<file path="src/hdl/lcd4_pkg.sv">
package lcd4_pkg;

    // Command codes carried in the command field of an input transaction.
    localparam logic [1:0] CMD_INIT       = 2'd0;
    localparam logic [1:0] CMD_SET_POS    = 2'd1;
    localparam logic [1:0] CMD_WRITE_CHAR = 2'd2;

    // Controller instruction bits.
    localparam logic [7:0] OP_FUNCTION_SET = 8'h20;
    localparam logic [7:0] OP_FS_8BIT      = 8'h10;
    localparam logic [7:0] OP_FS_2LINES    = 8'h08;
    localparam logic [7:0] OP_DISPLAY_CTRL = 8'h08;
    localparam logic [7:0] OP_DISPLAY_ON   = 8'h04;
    localparam logic [7:0] OP_ENTRY_MODE   = 8'h04;
    localparam logic [7:0] OP_ENTRY_INC    = 8'h02;
    localparam logic [7:0] OP_CLEAR        = 8'h01;
    localparam logic [7:0] OP_SET_DDRAM    = 8'h80;

    localparam logic [7:0] CODE_FS_8BIT  = OP_FUNCTION_SET | OP_FS_8BIT;
    localparam logic [7:0] CODE_FS_2LINE = OP_FUNCTION_SET | OP_FS_2LINES;
    localparam logic [7:0] CODE_DISP_OFF = OP_DISPLAY_CTRL;
    localparam logic [7:0] CODE_ENTRY    = OP_ENTRY_MODE | OP_ENTRY_INC;
    localparam logic [7:0] CODE_DISP_ON  = OP_DISPLAY_CTRL | OP_DISPLAY_ON;

    // Extra waits in milliseconds.
    localparam logic [5:0] WAIT_POWER_UP_MS = 6'd50;
    localparam logic [2:0] WAIT_FIRST_MS    = 3'd5;
    localparam logic [2:0] WAIT_CMD_MS      = 3'd1;

    // The power-up sequence is fourteen strobes long.
    localparam int         STEP_W         = 4;
    localparam logic [3:0] INIT_LAST_STEP = 4'd13;

    // One queued command, already classified by the front end.
    typedef struct packed {
        logic       is_init;
        logic       reg_select;
        logic       split;
        logic [7:0] code;
        logic [2:0] wait_after;
    } entry_t;

    // One enable strobe as presented on the result channel.
    typedef struct packed {
        logic       reg_select;
        logic [3:0] nibble;
        logic [5:0] wait_before;
        logic [2:0] wait_after;
        logic       last;
    } strobe_t;

    // Queue status seen by the front and back ends.
    typedef struct packed {
        logic full;
        logic empty;
    } q_status_t;

    function automatic logic [6:0] line_base(input logic [1:0] row);
        logic [6:0] b;
        unique case (row)
            2'd0: b = 7'd0;
            2'd1: b = 7'd64;
            2'd2: b = 7'd20;
            2'd3: b = 7'd84;
            default: b = 7'd0;
        endcase
        return b;
    endfunction

    function automatic strobe_t init_strobe(input logic [3:0] step);
        strobe_t s;
        s = '0;
        unique case (step)
            4'd0: begin
                s.nibble      = CODE_FS_8BIT[7:4];
                s.wait_before = WAIT_POWER_UP_MS;
                s.wait_after  = WAIT_FIRST_MS;
            end
            4'd1, 4'd2: begin
                s.nibble     = CODE_FS_8BIT[7:4];
                s.wait_after = WAIT_CMD_MS;
            end
            4'd3: begin
                s.nibble     = OP_FUNCTION_SET[7:4];
                s.wait_after = WAIT_CMD_MS;
            end
            4'd4: s.nibble = CODE_FS_2LINE[7:4];
            4'd5: begin
                s.nibble     = CODE_FS_2LINE[3:0];
                s.wait_after = WAIT_CMD_MS;
            end
            4'd6: s.nibble = CODE_DISP_OFF[7:4];
            4'd7: begin
                s.nibble     = CODE_DISP_OFF[3:0];
                s.wait_after = WAIT_CMD_MS;
            end
            4'd8: s.nibble = OP_CLEAR[7:4];
            4'd9: begin
                s.nibble     = OP_CLEAR[3:0];
                s.wait_after = WAIT_CMD_MS;
            end
            4'd10: s.nibble = CODE_ENTRY[7:4];
            4'd11: begin
                s.nibble     = CODE_ENTRY[3:0];
                s.wait_after = WAIT_CMD_MS;
            end
            4'd12: s.nibble = CODE_DISP_ON[7:4];
            4'd13: begin
                s.nibble     = CODE_DISP_ON[3:0];
                s.wait_after = WAIT_CMD_MS;
                s.last       = 1'b1;
            end
            default: s = '0;
        endcase
        return s;
    endfunction

endpackage

</file>
<file path="src/hdl/char_lcd_nibble_write_sequencer_core.sv">
// Turns display commands into enable strobes for a character LCD on a 4-bit
// bus. Each input transaction is one command: initialize, set cursor
// position or write a character. Each output transaction is one strobe: the
// RS level and the nibble for D7..D4, the extra wait in ms before and after
// it, and tlast on the final strobe of the command. Initialize yields 14
// strobes and leaves the block in 4-bit mode; position and character yield
// two strobes in 4-bit mode and only the high nibble before it; a position
// with a row above three, or command code three, yields nothing. The front end
// accepts one command per cycle while the command queue has room, so a command
// is taken while earlier ones are still being sequenced. The back end emits
// one strobe per cycle through its output register while the receiver is
// ready and the queue holds a command. Its single strobe per cycle, with the
// receiver ready, sets the sustained rate.
module char_lcd_nibble_write_sequencer_core #(
    parameter int QUEUE_DEPTH = 2
) (
    input  logic        aclk,
    input  logic        aresetn,
    input  logic        s_tvalid,
    output logic        s_tready,
    // [1:0] command, [9:2] char_code, [15:10] column, [18:16] row, rest zero
    input  logic [23:0] s_tdata,
    output logic        m_tvalid,
    input  logic        m_tready,
    // [0] reg_select, [4:1] nibble, [10:5] wait_before_ms, [13:11] wait_after_ms
    output logic [15:0] m_tdata,
    output logic        m_tlast
);

    lcd4_pkg::q_status_t q_stat;
    lcd4_pkg::entry_t    q_entry;
    lcd4_pkg::entry_t    q_head;
    lcd4_pkg::strobe_t   strobe;
    logic                q_push;
    logic                q_pop;
    logic                four_bit_mode;

    // The front end classifies commands and tracks the display's bus mode.
    lcd4_front u_front (
        .aclk          (aclk),
        .aresetn       (aresetn),
        .in_valid      (s_tvalid),
        .in_ready      (s_tready),
        .command       (s_tdata[1:0]),
        .char_code     (s_tdata[9:2]),
        .column        (s_tdata[15:10]),
        .row           (s_tdata[18:16]),
        .q_stat        (q_stat),
        .q_push        (q_push),
        .q_entry       (q_entry),
        .four_bit_mode (four_bit_mode)
    );

    // Short queue that lets the front end keep accepting while the back end
    // is still working through a long strobe sequence.
    lcd4_queue #(
        .DEPTH (QUEUE_DEPTH)
    ) u_queue (
        .aclk       (aclk),
        .aresetn    (aresetn),
        .push       (q_push),
        .push_entry (q_entry),
        .pop        (q_pop),
        .head       (q_head),
        .status     (q_stat)
    );

    // The back end expands the head command into strobes, one per cycle while the output is not stalled.
    lcd4_back u_back (
        .aclk       (aclk),
        .aresetn    (aresetn),
        .head       (q_head),
        .q_stat     (q_stat),
        .q_pop      (q_pop),
        .out_valid  (m_tvalid),
        .out_ready  (m_tready),
        .out_strobe (strobe)
    );

    assign m_tdata = {2'b00, strobe.wait_after, strobe.wait_before,
                      strobe.nibble, strobe.reg_select};
    assign m_tlast = strobe.last;

    // A command is never written into a full queue.
    assert property (@(posedge aclk) disable iff (!aresetn) q_push |-> !q_stat.full)
        else $error("command queued while the queue is full");

    // A command is only retired from a queue that holds one.
    assert property (@(posedge aclk) disable iff (!aresetn) q_pop |-> !q_stat.empty)
        else $error("command retired from an empty queue");

    // Accepting an initialize command leaves the block in 4-bit mode.
    assert property (@(posedge aclk) disable iff (!aresetn)
        (s_tvalid && s_tready && (s_tdata[1:0] == lcd4_pkg::CMD_INIT)) |=> four_bit_mode)
        else $error("bus mode not switched after initialize");

    // Retiring a command always coincides with loading its final strobe.
    assert property (@(posedge aclk) disable iff (!aresetn) q_pop |=> (m_tvalid && m_tlast))
        else $error("command retired without its final strobe");

endmodule

</file>
<file path="src/hdl/lcd4_front.sv">
module lcd4_front (
    input  logic                  aclk,
    input  logic                  aresetn,
    input  logic                  in_valid,
    output logic                  in_ready,
    input  logic [1:0]            command,
    input  logic [7:0]            char_code,
    input  logic [5:0]            column,
    input  logic [2:0]            row,
    input  lcd4_pkg::q_status_t   q_stat,
    output logic                  q_push,
    output lcd4_pkg::entry_t      q_entry,
    output logic                  four_bit_mode
);

    logic             mode_reg;
    logic             mode_next;
    logic             accept;
    logic             produce;
    lcd4_pkg::entry_t entry;

    assign in_ready      = ~q_stat.full;
    assign accept        = in_valid & in_ready;
    assign q_push        = accept & produce;
    assign q_entry       = entry;
    assign four_bit_mode = mode_reg;

    // Positions and characters go out as two nibbles only once the
    // display has been switched to 4-bit transfers.
    always_comb begin
        entry   = '0;
        produce = 1'b0;
        unique case (command)
            lcd4_pkg::CMD_INIT: begin
                entry.is_init = 1'b1;
                produce       = 1'b1;
            end
            lcd4_pkg::CMD_SET_POS: begin
                if (!row[2]) begin
                    entry.split      = mode_reg;
                    entry.code       = lcd4_pkg::OP_SET_DDRAM |
                                       {1'b0, lcd4_pkg::line_base(row[1:0]) + {1'b0, column}};
                    entry.wait_after = lcd4_pkg::WAIT_CMD_MS;
                    produce          = 1'b1;
                end
            end
            lcd4_pkg::CMD_WRITE_CHAR: begin
                entry.reg_select = 1'b1;
                entry.split      = mode_reg;
                entry.code       = char_code;
                produce          = 1'b1;
            end
            default: produce = 1'b0;
        endcase
    end

    always_comb begin
        mode_next = mode_reg;
        if (accept && (command == lcd4_pkg::CMD_INIT)) begin
            mode_next = 1'b1;
        end
    end

    always_ff @(posedge aclk) begin
        if (!aresetn) begin
            mode_reg <= 1'b0;
        end else begin
            mode_reg <= mode_next;
        end
    end

endmodule

</file>
<file path="src/hdl/lcd4_queue.sv">
module lcd4_queue #(
    parameter int DEPTH = 2
) (
    input  logic                aclk,
    input  logic                aresetn,
    input  logic                push,
    input  lcd4_pkg::entry_t    push_entry,
    input  logic                pop,
    output lcd4_pkg::entry_t    head,
    output lcd4_pkg::q_status_t status
);

    localparam int AW = $clog2(DEPTH);
    localparam int CW = $clog2(DEPTH + 1);

    lcd4_pkg::entry_t mem_reg [DEPTH];
    logic [AW-1:0]    wr_ptr_reg;
    logic [AW-1:0]    wr_ptr_next;
    logic [AW-1:0]    rd_ptr_reg;
    logic [AW-1:0]    rd_ptr_next;
    logic [CW-1:0]    count_reg;
    logic [CW-1:0]    count_next;

    assign head         = mem_reg[rd_ptr_reg];
    assign status.full  = (count_reg == CW'(DEPTH));
    assign status.empty = (count_reg == '0);

    always_comb begin
        wr_ptr_next = wr_ptr_reg;
        rd_ptr_next = rd_ptr_reg;
        count_next  = count_reg;
        if (push) begin
            wr_ptr_next = (wr_ptr_reg == AW'(DEPTH - 1)) ? '0 : wr_ptr_reg + 1'b1;
        end
        if (pop) begin
            rd_ptr_next = (rd_ptr_reg == AW'(DEPTH - 1)) ? '0 : rd_ptr_reg + 1'b1;
        end
        if (push && !pop) begin
            count_next = count_reg + 1'b1;
        end else if (pop && !push) begin
            count_next = count_reg - 1'b1;
        end
    end

    always_ff @(posedge aclk) begin
        if (!aresetn) begin
            wr_ptr_reg <= '0;
            rd_ptr_reg <= '0;
            count_reg  <= '0;
        end else begin
            wr_ptr_reg <= wr_ptr_next;
            rd_ptr_reg <= rd_ptr_next;
            count_reg  <= count_next;
        end
    end

    always_ff @(posedge aclk) begin
        if (push) begin
            mem_reg[wr_ptr_reg] <= push_entry;
        end
    end

endmodule

</file>
<file path="src/hdl/lcd4_back.sv">
module lcd4_back (
    input  logic                aclk,
    input  logic                aresetn,
    input  lcd4_pkg::entry_t    head,
    input  lcd4_pkg::q_status_t q_stat,
    output logic                q_pop,
    output logic                out_valid,
    input  logic                out_ready,
    output lcd4_pkg::strobe_t   out_strobe
);

    logic [lcd4_pkg::STEP_W-1:0] step_reg;
    logic [lcd4_pkg::STEP_W-1:0] step_next;
    logic                        valid_reg;
    logic                        valid_next;
    lcd4_pkg::strobe_t           strobe_reg;
    lcd4_pkg::strobe_t           strobe;
    logic                        load;

    assign load       = ~q_stat.empty & (~valid_reg | out_ready);
    assign q_pop      = load & strobe.last;
    assign out_valid  = valid_reg;
    assign out_strobe = strobe_reg;

    always_comb begin
        strobe = '0;
        if (head.is_init) begin
            strobe = lcd4_pkg::init_strobe(step_reg);
        end else begin
            strobe.reg_select = head.reg_select;
            if (head.split && (step_reg == '0)) begin
                strobe.nibble = head.code[7:4];
            end else begin
                strobe.nibble     = head.split ? head.code[3:0] : head.code[7:4];
                strobe.wait_after = head.wait_after;
                strobe.last       = 1'b1;
            end
        end
    end

    always_comb begin
        step_next  = step_reg;
        valid_next = valid_reg;
        if (load) begin
            valid_next = 1'b1;
            step_next  = strobe.last ? '0 : step_reg + 1'b1;
        end else if (out_ready) begin
            valid_next = 1'b0;
        end
    end

    always_ff @(posedge aclk) begin
        if (!aresetn) begin
            step_reg  <= '0;
            valid_reg <= 1'b0;
        end else begin
            step_reg  <= step_next;
            valid_reg <= valid_next;
        end
    end

    always_ff @(posedge aclk) begin
        if (load) begin
            strobe_reg <= strobe;
        end
    end

endmodule

</file>
<file path="config.mk">
export PLATFORM = sky130hd
export DESIGN_NAME = char_lcd_nibble_write_sequencer_core
export DESIGN_NICKNAME = d
export VERILOG_FILES = /design/src/hdl/lcd4_pkg.sv /design/src/hdl/char_lcd_nibble_write_sequencer_core.sv /design/src/hdl/lcd4_front.sv /design/src/hdl/lcd4_queue.sv /design/src/hdl/lcd4_back.sv
export SDC_FILE = /design/constraint.sdc
export NUM_CORES = 1
export LEC_CHECK = 0
export ABC_AREA = 1
export BUFFER_PORTS_ARGS = -buffer_cell sky130_fd_sc_hd__buf_2
export CAP_MARGIN = 20
export CORE_UTILIZATION = 59
export DETAILED_ROUTE_END_ITERATION = 8
export GPL_ROUTABILITY_DRIVEN = 0
export GPL_TIMING_DRIVEN = 1
export PLACE_DENSITY = 0.85
export SLEW_MARGIN = 15
export SYNTH_ARGS = -nofsm -noshare
export SYNTH_HDL_FRONTEND = slang
export SYNTH_SLANG_ARGS = --single-unit
</file>
<file path="constraint.sdc">
create_clock -name aclk -period 4.1 [get_ports aclk]
set_input_delay 0.615 -clock aclk [delete_from_list [all_inputs] [get_ports aclk]]
set_output_delay 0.615 -clock aclk [all_outputs]
set_load 0.02 [all_outputs]
</file>
==> impl_metrics.env, run 1 <==
export IMPL_status="finished, final reports clean"
export IMPL_htreeDepth=2
export IMPL_netlist_area_sq_um=2300
export IMPL_synth_xor_area_share_pct=0.760
export IMPL_layout_drive_gt1_share_pct=23.3
export IMPL_start_util_pct=62.0
export IMPL_vdd_ir_drop_max_v=0.000315
export IMPL_die_y_um=64.5
export IMPL_maxCapViolations=0
export IMPL_worst_path_buf_inv=1
export IMPL_pin_count=47
export IMPL_power_density_nw_per_um2=593
export IMPL_nFillCells=298
export IMPL_final_hold_viol_count=0
export IMPL_crit_chain="inv_2, nand2_1, nand2_2, nand3_4, nand3_4, ha_1, a21oi_1, o21ai_1, o21ai_1, a21oi_1"
export IMPL_p_int_mw=0.954
export IMPL_period_needed_ns=2.19
export IMPL_drt_iter0_markers=121
export IMPL_cp_end_kind="flop"
export IMPL_final_common_cell="nand2_1"
export IMPL_hp_start="u_front.four_bit_mode"
export IMPL_largest_register_ffs=24
export IMPL_setup_viol=0
export IMPL_combPwrFrac_pct=36.1
export IMPL_clockBufferDepth=2
export IMPL_crit_path_top_delay_cell="dfxtp_1"
export IMPL_cts_root_buf="clkbuf_8"
export IMPL_skew_ns=0.00729
export IMPL_cp_slowest_stage_delay_ns=0.68
export IMPL_ys_top_cells_by_area="edfxtp_1 43%, nand2_1 11%, dfxtp_1 9.6%, ha_1 6.5%, nand3_1 4.3%"
export IMPL_p_sw_share_pct=37.9
export IMPL_yosysUniqueCellTypes=33
export IMPL_cp_max_fo=15
export IMPL_synth_top_cell_area_share_pct=43.0
export IMPL_critPathTopFamily="flip-flops"
export IMPL_setup_tns_ns=0
export IMPL_path_class="flop to flop"
export IMPL_synthSimpleGateAreaFrac_pct=24.0
export IMPL_yosysTopAreaCell="edfxtp_1"
export IMPL_rows=22
export IMPL_reg2reg_depth=10
export IMPL_syn_avg_cell_area_sq_um=9.18
export IMPL_clk_pin_slew_ns=0.08
export IMPL_max_freq_ghz=0.457
export IMPL_fin_crit_sh_pct=53.4
export IMPL_critPathLaunchType="flop"
export IMPL_ff2ff_setup_slack_ns=1.91
export IMPL_wl_per_cell_um=12.2
export IMPL_drc=0
export IMPL_preCtsSetupSlack_ns=1.67
export IMPL_synth_mux_area_share_pct=0
export IMPL_synth_compound_area_share_pct=7.60
export IMPL_grt_max_degree=16
export IMPL_seq_area_frac_synth_pct=52.6
export IMPL_reg2reg_to="u_queue.count_reg[1]"
export IMPL_worst_ep_arrival_time_ns=2.38
export IMPL_min_to="u_front.four_bit_mode"
export IMPL_slew_viol_final=0
export IMPL_maxSlewHeadroom_pct=63.0
export IMPL_setup_ws_ns=1.91
export IMPL_post_cts_setup_buffers=0
export IMPL_core_area_sq_um=3720
export IMPL_cts_tree="done"
export IMPL_drt_first_pass_iters=4
export IMPL_ys_seq_elements=44
export IMPL_antenna_found_initial=0
export IMPL_die_x_um=64.5
export IMPL_ctsHoldBuffers=0
export IMPL_io_buffers=35
export IMPL_diodes=0
export IMPL_min_path_type="flop to flop"
export IMPL_yosys_area_share_adder_pct=6.52
export IMPL_leakage_nw=1.13
export IMPL_hold_path_depth=2
export IMPL_seqPwrFrac_pct=42.5
export IMPL_clkPwrFrac_pct=21.4
export IMPL_cts_buffers=5
export IMPL_groute_usage_overall_pct=23.3
export IMPL_vias=1749
export IMPL_drtAntennaViolNets=0
export IMPL_drt_total_wl_um=4080
export IMPL_postCtsResizedCells=0
export IMPL_rsz0062_at_grt="no"
export IMPL_yosysWarnings=0
export IMPL_tightest_slew_ns=0.555
export IMPL_grt_pass1_vias=1640
export IMPL_p_sw_mw=0.583
export IMPL_fp_dieArea_sq_um=4160
export IMPL_clk_latency_ns=0.30
export IMPL_cts_sinks=44
export IMPL_grt_overflow_total=0
export IMPL_syn_to_final_growth_pct=12.4
export IMPL_grt_pass1_wl_um=7140
export IMPL_nNetsFinal=326
export IMPL_dp_hpwl_um=3050
export IMPL_synthCells=251
export IMPL_final_cell_mix="67 x nand2_1, 35 x buf_2, 33 x edfxtp_1, 20 x nand3_1, 19 x inv_1"
export IMPL_synth_top_family_by_area="simple AND/OR/NAND/NOR gates"
export IMPL_via_per_inst=5.22
export IMPL_required_ns=4.29
[power by group through the flow]
stage	clock network, mW	registers (mW)	logic, mW
6_report	0.329	0.653	0.556
5_1_grt	0.349	0.665	0.628
4_1_cts	0.333	0.653	0.556
3_5_place_dp	0	0.662	0.554
3_3_place_gp	0	0.658	0.536
2_1_floorplan	0	0.716	0.370
[final cells by class]
| type | instances | area, sq um | area share [%] |
|---|---|---|---|
| sequential | 44 | 1210 | 46.8 |
| multi-input combinational | 171 | 917 | 35.4 |
| timing repair buffer | 36 | 183 | 7.05 |
| inverter | 28 | 108 | 4.15 |
| clock buffer | 5 | 68.8 | 2.66 |
| tap | 48 | 60.1 | 2.32 |
| clock inverter | 3 | 42.5 | 1.64 |
[logic make-up (layout without fill, tap and decap cells)]
group	count (synthesis)	count (layout)
AO/OA/AOI/OAI	31	31
XOR/XNOR	2	2
adder cells (fa/ha/maj)	12	12
buffers and inverters	41	72
flip-flops	44	44
other	1	6
AND/OR/NAND/NOR	120	120
[synth_stat cells, drive strengths merged]
library cell / n
or2: 1
xor2: 2
o2111ai: 1
dfxtp: 11
clkinv: 1
nand3b: 1
o211ai: 1
conb: 1
ha: 12
and2: 1
nand2: 74
a21oi: 16
clkbuf: 1
nor3: 2
edfxtp: 33
o21ai: 12
inv: 27
nor2: 18
buf: 12
nand4: 1
a21boi: 1
nand3: 22
[how the worst max path moves through the flow]
stage               start               endpoint  slack, ns  cells past startpoint
2_1_floorplan  s_tdata[0]  u_queue.mem_reg[0][0]       1.65                      7
3_3_place_gp   s_tdata[0]  u_queue.mem_reg[1][3]       1.70                      9
3_5_place_dp   s_tdata[0]  u_queue.mem_reg[1][3]       1.67                      9
4_1_cts              flop   u_queue.count_reg[1]       1.92                     10
5_1_grt              flop   u_queue.count_reg[1]       1.68                     10
6_report             flop   u_queue.count_reg[1]       1.91                     10
[layer usage]
| metal | GRT usage, % | vias to the layer above | wire [um] | part of all wire [%] |
|---|---|---|---|---|
| met5 | 0 | - | 0 | 0 |
| met4 | 11.7 | 0 | 115 | 2.8 |
| met3 | 5.99 | 11 | 203 | 5.0 |
| met2 | 38.7 | 60 | 2080 | 51 |
| met1 | 28.0 | 793 | 1690 | 41 |
| li1 | - | 885 | - | - |
[worst min-delay path, delay by kind of cell (launching register included)]
family / cells / cell delay [ns]
AOI/OAI and AO/OA: 1 / 0.06
buffers and inverters: 1 / 0.06
DFF: 1 / 0.32
[per-stage QoR]
step / power (mW) / util, % / hold slack [ns] / instance area (sq um) / instances
detailed placement: 1.22 / 66.7 / 0.467 / 2480 / 327
CTS: 1.54 / 69.7 / 0.482 / 2590 / 335
global placement: 1.19 / 66.7 / 0.441 / 2480 / 327
global route: 1.64 / 69.7 / 0.503 / 2590 / 335
finish: 1.54 / 69.7 / 0.478 / 2590 / 335
floorplan: 1.09 / - / 0.423 / 2320 / 256
Power figures use the tool's default switching activity.
==> inputs of run 2 (changes only) <==
- CORE_UTILIZATION: 59 -> 54
- PLACE_DENSITY: 0.85 -> 0.79
- clock period: 4.1 -> 2.28 ns (I/O delays scaled with it)
==> impl_metrics.env, run 2 (synthesis gave the netlist of run 1 again) <==
export IMPL_leakage_nw=1.13
export IMPL_via_per_inst=5.10
export IMPL_fin_crit_sh_pct=83.1
export IMPL_cts_tree="done"
export IMPL_setup_viol=0
export IMPL_drt_first_pass_iters=4
export IMPL_io_buffers=35
export IMPL_period_needed_ns=1.89
export IMPL_grt_overflow_total=0
export IMPL_layout_drive_gt1_share_pct=23.7
export IMPL_final_cell_mix="67 x nand2_1, 35 x buf_2, 33 x edfxtp_1, 20 x nand3_1, 19 x inv_1"
export IMPL_final_cells=341
export IMPL_groute_usage_overall_pct=20.1
export IMPL_fin_total_pwr_mw=2.63
export IMPL_fp_dieArea_sq_um=4530
export IMPL_syn_to_final_growth_pct=12.7
export IMPL_cp_slowest_stage_delay_ns=0.34
export IMPL_diodes=0
export IMPL_grt_pass1_wl_um=6610
export IMPL_die_y_um=67.3
export IMPL_slew_viol_final=0
export IMPL_post_cts_setup_buffers=0
export IMPL_largest_register_ffs=24
export IMPL_power_density_nw_per_um2=1010
export IMPL_cp_end_kind="flop"
export IMPL_vdd_ir_drop_max_v=0.000434
export IMPL_critPathLaunchType="flop"
export IMPL_drtAntennaViolNets=0
export IMPL_dp_cells=333
export IMPL_final_common_cell="nand2_1"
export IMPL_rsz0062_at_grt="no"
export IMPL_nFillCells=363
export IMPL_die_x_um=67.3
export IMPL_nNetsFinal=330
export IMPL_crit_chain="inv_1, ha_1, nand3_1, nand2_2, nand3_4, ha_1, a21oi_1, o21ai_1, o21ai_1, a21oi_1"
export IMPL_grt_pass1_vias=1644
export IMPL_core_area_sq_um=4060
export IMPL_cts_sinks=44
export IMPL_drt_iter0_markers=69
export IMPL_dp_hpwl_um=3060
export IMPL_ctsHoldBuffers=0
export IMPL_drt_total_wl_um=3860
export IMPL_postCtsResizedCells=0
export IMPL_antenna_found_initial=0
export IMPL_cts_buffers=5
export IMPL_status="finished, final reports clean"
export IMPL_drc=0
export IMPL_pin_count=47
export IMPL_vias=1740
export IMPL_rows=23
export IMPL_final_util_pct=64.0
export IMPL_crit_path_top_delay_cell="dfxtp_1"
export IMPL_worst_ep_arrival_time_ns=2.08
export IMPL_clk_pin_slew_ns=0.08
export IMPL_required_ns=2.46
export IMPL_skew_ns=0.00510
export IMPL_path_class="flop to flop"
export IMPL_grt_max_degree=14
export IMPL_clk_latency_ns=0.29
export IMPL_final_cell_area_sq_um=2590
export IMPL_max_freq_ghz=0.528
export IMPL_wl_per_cell_um=11.3
export IMPL_htreeDepth=2
export IMPL_final_hold_viol_count=0
export IMPL_maxCapViolations=0
export IMPL_cp_max_fo=4
export IMPL_cts_root_buf="clkbuf_8"
export IMPL_setup_tns_ns=0
export IMPL_postPlaceCellArea_sq_um=2510
export IMPL_clockBufferDepth=2
export IMPL_start_util_pct=56.8
export IMPL_min_path_type="input port to flop"
run 2: per-layer routing:
layer | vias to the layer above | global-route usage, % | routed length (um)
li1 | 890 | - | -
met1 | 795 | 23.3 | 1600
met2 | 48 | 34.3 | 2030
met3 | 7 | 5.24 | 146
met4 | 0 | 9.57 | 83
met5 | - | 0 | 0
run 2: final timing paths:
check        slack, ns  depth (start not counted)             startpoint               endpoint
max               0.39                         10     u_back.step_reg[1]   u_queue.count_reg[1]
min               0.33                          4               m_tready       u_back.out_valid
max reg2reg       0.39                         10     u_back.step_reg[1]   u_queue.count_reg[1]
min reg2reg       0.45                          2  u_front.four_bit_mode  u_front.four_bit_mode
run 2: area by class of cell:
type | instances | area, sq um | area share (%)
Sequential cell | 44 | 1210 | 46.7
Multi-Input combinational cell | 171 | 917 | 35.3
Timing Repair Buffer | 40 | 213 | 8.20
Inverter | 28 | 108 | 4.15
Clock buffer | 6 | 72.6 | 2.80
Tap cell | 50 | 62.6 | 2.41
Clock inverter | 2 | 11.3 | 0.434
run 2: report_power, final:
part | internal, mW | switching [mW]
clock | 0.212 | 0.246
sequential | 1.08 | 0.0810
combinational | 0.331 | 0.684
total | 1.62 | 1.01
run 2: worst max-delay path: cells and delay by family, from the launching register on:
kind            cells  cell delay (ns)
fa+ha+maj           2             0.57
simple gates        3             0.39
compound gates      4             0.38
flops               1             0.34
buf+inv             1             0.10
run 2: per-stage QoR:
step	worst slack, ns	hold WS (ns)
2_1_floorplan	0.0998	0.423
3_3_place_gp	0.264	0.438
3_5_place_dp	0.212	0.443
4_1_cts	0.382	0.324
5_1_grt	0.255	0.322
6_report	0.386	0.330
==> inputs of run 3 (changes only) <==
- clock period: 2.28 -> 1.95 ns (I/O delays scaled with it)
==> impl_metrics.env, run 3 (synthesis gave the netlist of run 1 again) <==
export IMPL_cts_sinks=44
export IMPL_antenna_found_initial=0
export IMPL_core_area_sq_um=4060
export IMPL_power_density_nw_per_um2=1190
export IMPL_final_cell_mix="67 x nand2_1, 35 x buf_2, 33 x edfxtp_1, 20 x nand3_1, 18 x inv_1"
export IMPL_cts_root_buf="clkbuf_8"
export IMPL_setup_tns_ns=0
export IMPL_final_util_pct=65.2
export IMPL_critPathLaunchType="flop"
export IMPL_min_path_type="input port to flop"
export IMPL_htreeDepth=2
export IMPL_final_common_cell="nand2_1"
export IMPL_syn_to_final_growth_pct=14.8
export IMPL_post_cts_setup_buffers=0
export IMPL_setup_viol=0
export IMPL_clk_latency_ns=0.29
export IMPL_crit_path_top_delay_cell="dfxtp_4"
export IMPL_max_freq_ghz=0.554
export IMPL_drt_total_wl_um=3940
export IMPL_fp_dieArea_sq_um=4530
export IMPL_vias=1714
export IMPL_rsz0062_at_grt="no"
export IMPL_grt_overflow_total=0
export IMPL_wl_per_cell_um=11.5
export IMPL_drt_iter0_markers=111
export IMPL_critPathTopFamily="adder cells"
export IMPL_cts_buffers=5
export IMPL_io_buffers=35
export IMPL_status="finished, final reports clean"
export IMPL_dp_hpwl_um=3040
export IMPL_cp_slowest_stage_delay_ns=0.37
export IMPL_worst_path_buf_inv=2
export IMPL_start_util_pct=56.8
export IMPL_fin_crit_sh_pct=92.5
export IMPL_worst_ep_arrival_time_ns=1.99
export IMPL_pin_count=47
export IMPL_layout_drive_gt1_share_pct=26.5
export IMPL_dp_cells=336
export IMPL_groute_usage_overall_pct=20.5
export IMPL_grt_pass1_vias=1619
export IMPL_diodes=0
export IMPL_skew_ns=0.00795
export IMPL_cp_end_kind="flop"
export IMPL_clk_pin_slew_ns=0.08
export IMPL_final_cells=344
export IMPL_drt_first_pass_iters=4
export IMPL_clockBufferDepth=2
export IMPL_largest_register_ffs=24
export IMPL_maxCapViolations=0
export IMPL_slew_viol_final=0
export IMPL_cts_tree="done"
export IMPL_drc=0
export IMPL_whs_ns=0.280
export IMPL_crit_chain="inv_1, ha_2, inv_1, nor2_4, nand3_4, nand3_4, ha_1, a21oi_1, o21ai_1, o21ai_1, a21oi_1"
export IMPL_nNetsFinal=333
export IMPL_final_hold_viol_count=0
export IMPL_drtAntennaViolNets=0
export IMPL_rows=23
export IMPL_period_needed_ns=1.80
export IMPL_cp_max_fo=5
export IMPL_required_ns=2.14
export IMPL_via_per_inst=4.98
export IMPL_path_class="flop to flop"
export IMPL_nFillCells=345
export IMPL_grt_pass1_wl_um=6650
export IMPL_leakage_nw=1.16
export IMPL_die_x_um=67.3
export IMPL_vdd_ir_drop_max_v=0.000562
export IMPL_grt_max_degree=14
export IMPL_die_y_um=67.3
[run 3: layer usage]
layer | wire (um) | GRT usage, %
met5 | 0 | 0
met4 | 7 | 7.98
met3 | 120 | 6.08
met2 | 2140 | 36.6
met1 | 1670 | 22.6
[run 3: metrics by stage]
stage,cell area [sq um],worst slack (ns),total power [mW]
final,2650,0.146,3.14
after global routing,2650,0.00238,3.39
after CTS,2620,0.0668,3.15
after detailed placement,2540,0.0710,2.62
after global placement,2540,0.130,2.57
after floorplan,2330,0.183,2.29
[run 3: cell type report]
| class | instances | area [sq um] | share of cell area (%) |
|---|---|---|---|
| sequential | 44 | 1220 | 46.0 |
| multi-input combinational | 171 | 942 | 35.6 |
| timing repair buffer | 43 | 235 | 8.89 |
| inverter | 28 | 108 | 4.07 |
| clock buffer | 7 | 76.3 | 2.89 |
| tap | 50 | 62.6 | 2.37 |
| clock inverter | 1 | 5.00 | 0.189 |
[run 3: worst paths after layout]
kind	from	endpoint	slack (ns)	cells after the start
max	u_back.step_reg[0]	u_queue.count_reg[1]	0.15	11
min	aresetn	u_queue.wr_ptr_reg	0.28	3
max reg2reg	u_back.step_reg[0]	u_queue.count_reg[1]	0.15	11
min reg2reg	u_front.four_bit_mode	u_front.four_bit_mode	0.48	2
[run 3: timing repair]
| action | 4_1_cts | 5_1_grt |
|---|---|---|
| gates resized for setup | 0 | 8 |
| endpoints found under the setup margin | 0 | 1 |
| hold buffers | 0 | 0 |
[run 3: power breakdown]
group / switching (mW) / internal [mW] / leakage, nW / total [mW]
combinational: 0.823 / 0.429 / 0.714 / 1.25
sequential: 0.0905 / 1.27 / 0.402 / 1.36
clock: 0.282 / 0.251 / 0.0422 / 0.533
total: 1.20 / 1.95 / 1.16 / 3.14
[run 3: worst reg2reg max path, delay by kind of cell (launching register included)]
family / cells / cell delay, ns
AO/OA/AOI/OAI: 4 / 0.39
adder cells (fa/ha/maj): 2 / 0.46
buffers and inverters: 2 / 0.18
flip-flops: 1 / 0.37
AND/OR/NAND/NOR: 3 / 0.31
